## src/hdl/dobm_ram.sv

```systemverilog
// Generic single-port-write, single-port-read RAM with registered read.
// No dependencies.
`timescale 1ns / 1ps
`default_nettype none
module dobm_ram #(
    parameter int WIDTH = 8,
    parameter int DEPTH = 256
) (
    input  wire logic                     clk,
    input  wire logic                     we,
    input  wire logic [$clog2(DEPTH)-1:0] waddr,
    input  wire logic [WIDTH-1:0]         wdata,
    input  wire logic [$clog2(DEPTH)-1:0] raddr,
    output logic      [WIDTH-1:0]         rdata
);
    logic [WIDTH-1:0] mem [DEPTH];

    always_ff @(posedge clk)
    begin
        if (we)
        begin
            mem[waddr] <= wdata;
        end
        rdata <= mem[raddr];
    end
endmodule
`default_nettype wire

```

## config.mk

```make
export PLATFORM = sky130hd
export DESIGN_NAME = dobm_ram
export DESIGN_NICKNAME = d
export VERILOG_FILES = /design/src/hdl/dobm_ram.sv
export SDC_FILE = /design/constraint.sdc
export NUM_CORES = 2
export LEC_CHECK = 0
export BUFFER_PORTS_ARGS = -buffer_cell sky130_fd_sc_hd__buf_2
export CAP_MARGIN = 20
export CORE_MARGIN = 2
export CORE_UTILIZATION = 57
export DETAILED_ROUTE_END_ITERATION = 8
export PLACE_DENSITY = 0.73
export SETUP_SLACK_MARGIN = 0.3
export SLEW_MARGIN = 0
export SYNTH_ARGS = -nofsm -noshare
export SYNTH_HDL_FRONTEND = slang
export SYNTH_SLANG_ARGS = --single-unit
```

## constraint.sdc

```tcl
create_clock -name clk -period 7.1 [get_ports clk]
set_clock_uncertainty 0.1 [all_clocks]
set_input_delay 1.065 -clock clk [delete_from_list [all_inputs] [get_ports clk]]
set_output_delay 1.065 -clock clk [all_outputs]
set_load 0.01 [all_outputs]
```

After elaboration in Yosys (flattened, before gate mapping)
Memory sizes are Yosys's and may differ from the RTL's. A register that Yosys moved wholly into a read port is not among the register bits.
Index checks and enable logic that the tools add are counted.
- muxes and demuxes: 2
- operators by type and width (kind ; count):
    two-way mux 1 bit ; 2
- bits in registers: 0
- bits in writable memories: 2048
- bits of input ports: 26
- word-level logic and storage cells: 3
- memories kept: 1
- memory list (name ; words ; bits a word ; read ports ; clocked after memory_dff ; wr ports ; RTL line ; RTL):
    mem ; 256 ; 8 ; 1 ; 1 ; 1 ; 16 ; logic [WIDTH-1:0] mem [DEPTH];

Longest topological paths before layout
- word-level depth: 2
- gate-level depth with buffers: 11
- mapped depth without buffers: 6

Least setup slack after synthesis
Ideal clock, no wire load.
- kind: input -> register
- start: in raddr[0]
- end: reg rdata[2] (read register of mem)
- library setup time: 0.131 ns
- arrival time: 2.872 ns
- data required time: 6.869 ns
- path slack: 3.997 ns
- stages on the path: 9
- path through: buf_6 > buf_12 > buf_8 > buf_2 > mux4_2 > a22oi_1 > a21oi_1 > nor4_1 > nor4_2
- RTL lines (item ; RTL line ; RTL):
    start: declaration ; 13 ; input wire logic [$clog2(DEPTH)-1:0] raddr,
    end: declaration ; 14 ; output logic [WIDTH-1:0] rdata

==> impl_metrics.csv <==
group,metric,value,unit
run_status,status,"finished clean",
cts,cts_resized,0,
power_and_ir_drop,leakage,0.0267,uW
setup_path,crit_fanout,58,
yosys,ys_types,55,
setup_path,reg2regPathDepth,6,
cts,cts-htree-levels,4,
sta,finalSetupViolCount,0,
power_and_ir_drop,ir_worst_vdd,233,uV
cts,insertion_delay,0.82,ns
finish,final_area,0.0874,mm^2
route,num_vias,39200,
route,ant_nets,0,
route,dr.pass1.iters,6,
yosys,ys_seq_area_share,77.5,%
finish,multi_input_area,0.0165,mm^2
sta,rsz0062_at_grt,"false",
die,ioPinCount,34,
finish,syn_to_final_growth,9.85,%
sta,post-route-period-util,62.2,%
die,core-area,0.139,mm^2
place,gp_congestion,0.866,
sta,worstMarginPinSlew,1.21,ns
sta,fmax,226,MHz
finish,layout-drive-gt1-share,20.9,%
finish,nFillCells,9043,
cts,post_cts_buffers,0,
route,drt_wl_total,188000,um
sta,relSlewSlack,19.1,%
power_and_ir_drop,power.density,279,mW/mm^2
worst_hold_path,holdCritStartpoint,"wdata[6]",
setup_path,r2r_start,"mem[83][3]",
route,route.detailed.drc,0,
place,pre_cts_ws,1.87,ns
yosys,avgSynthCellArea,21.3,um^2
worst_hold_path,holdPathStages,1,
setup_path,worstSetupStartpointType,"input port",
die,fp.dieArea,0.143,mm^2
finish,nNetsFinal,3827,
global_routing,antenna_found_initial,10,
finish,seqCellArea,0.0617,mm^2
setup_path,worstPathRequired,7.65,ns
die,row_count,137,
yosys,synth_edf_count,2048,
sta,final_max_slew_viol_count,0,
yosys,synthArstFlopShare,0,%
die,die_x,378,um
yosys,ys_seq_elements,2056,
worst_hold_path,hold_path.class,"in -> reg",
place,dp_hpwl,110000,um
flow_run,drv_cap,0,
sta,fin_crit,4.42,ns
sta,tns,0,ns
die,initial_core_util,57.2,%
cts,cts_made_buffers,193,
sta,whs,0.602,ns
cts,cts_sinks,2056,
cts,cts_root_buffer,"clkbuf_16",
finish,fin_util,62.9,%
yosys,synth_nets,3759,
global_routing,grt_max_degree,224,
worst_hold_path,hold_end,"mem[106][6]",
route,wl_per_cell,32.3,um
setup_path,end_kind,"register",
sta,setup_slack,2.68,ns
sta,hold_viol_final,0,
yosys,synthesis.area,0.0796,mm^2
setup_path,crit_type,"in -> reg",
global_routing,grt_first_pass_wirelength,272000,um
yosys,ys.flop_type,"edfxtp_1",
place,io_buffers,33,
global_routing,grt_pass1_vias,38500,
setup_path,r2r_slack,4.04,ns
cts,cts_tree,"yes",
global_routing,overflow,0,
route,drt_iter0_drc,6025,
cts,ctsHoldBuffers,0,
route,viasPerCell,6.71,
cts,clk_path_buf_depth,3,
cts,clk_pin_slew_worst_paths,0.06,ns
die,die_h,378,um
setup_path,r2r-end,"rdata[3]",
yosys,netlist_instances,3733,
setup_path,cp_data_arrival_time,4.97,ns
place,placed_area,0.0815,mm^2
global_routing,grt_usage,26.8,%
yosys,yosysWarnings,0,
==> synth_stat cells, types with 3 or more instances <==
cell	instances	share of area [%]
mux2i_1	134	1.7
a22oi_1	133	1.3
buf_1	22	0.10
buf_2	31	0.20
or2_2	4	0.031
clkbuf_1	111	0.52
buf_8	13	0.25
o211ai_1	10	0.094
o221ai_1	46	0.51
edfxtp_1	2048	77
buf_12	8	0.20
buf_6	21	0.30
nor4_1	24	0.19
dfxtp_1	8	0.20
nor2b_1	31	0.24
nand4_1	10	0.079
nor4_2	3	0.047
a22o_1	8	0.088
nand2b_1	8	0.063
a221oi_1	13	0.14
mux4_2	454	13
o32ai_1	4	0.044
nor3_1	22	0.14
buf_4	27	0.25
nor2_1	282	1.3
nand2_1	33	0.16
o21ai_0	10	0.063
nand3_1	34	0.21
a211oi_1	16	0.15
o22ai_1	28	0.22
and2_1	6	0.047
o22a_1	5	0.055
a21oi_1	96	0.60
==> final cells by class <==
class | instances | area share [%]
tap | 1876 | 2.69
multi-input combinational | 1442 | 18.9
antenna | 3 | 0.00859
clock inverter | 96 | 0.952
sequential | 2056 | 70.6
clock buffer | 252 | 5.82
timing repair buffer | 106 | 1.10
inverter | 2 | 0.00859
==> layer usage <==
metal	track usage, %	part of all wire (%)	up-vias
met1	39.2	39	20600
met5	0	0.049	-
met3	7.12	12	341
li1	-	-	15800
met4	8.13	2.8	14
met2	40.1	47	2451
==> power breakdown <==
part           internal (uW)  switching (uW)
Sequential             13400            27.3
Combinational            386             772
Clock                   5380            4400
Total                  19200            5200
==> registers in the layout, indices dropped and copies added (netlist names) <==
| register | flops |
|---|---|
| mem | 2048 |
| rdata | 8 |
==> cell usage in the layout (no fill, tap or decap), drive strengths merged, types with 33 or more instances in the layout <==
master and instances:
a22oi 133, mux4 456, clkbuf 259, o221ai 47, nand3 34, a21oi 96, clkinv 78, mux2i 134
edfxtp 2048, nand2 33, buf 99, nor2 282
==> logic make-up (layout without fill, tap and decap cells) <==
logic type | count (synthesis) | count (layout) | share of synthesized area (%)
DFF | 2056 | 2056 | 77.5
buffers and inverters | 235 | 456 | 1.83
other | 0 | 3 | 0
and+or+nand+nor | 466 | 466 | 2.63
AOI/OAI and AO/OA | 385 | 385 | 3.42
muxes | 591 | 591 | 14.6
==> worst max-delay path by stage <==
stage,from,cells after the start,endpoint
3_5_place_dp,raddr[0],9,rdata[3]
4_1_cts,raddr[0],9,rdata[3]
2_1_floorplan,raddr[0],9,rdata[2]
3_3_place_gp,raddr[0],9,rdata[3]
6_report,raddr[0],9,rdata[3]
5_1_grt,raddr[0],9,rdata[3]
==> stage by stage <==
stage               std cells  total power [uW]
floorplan                3733             14300
global placement         5476             14800
detailed placement       5479             14800
CTS                      5827             24400
global route             5830             24900
finish                   5833             24300
==> critical path, stage by stage <==
cell and delay, ns:
buf_8 0.52, buf_4 0.46, buf_4 0.32, mux4_2 0.52
a22o_1 0.28, a221oi_1 0.72, o32ai_1 0.21, nor3_1 0.58
nor4_1 0.20
No activity file was read; power rests on OpenSTA's default activity.
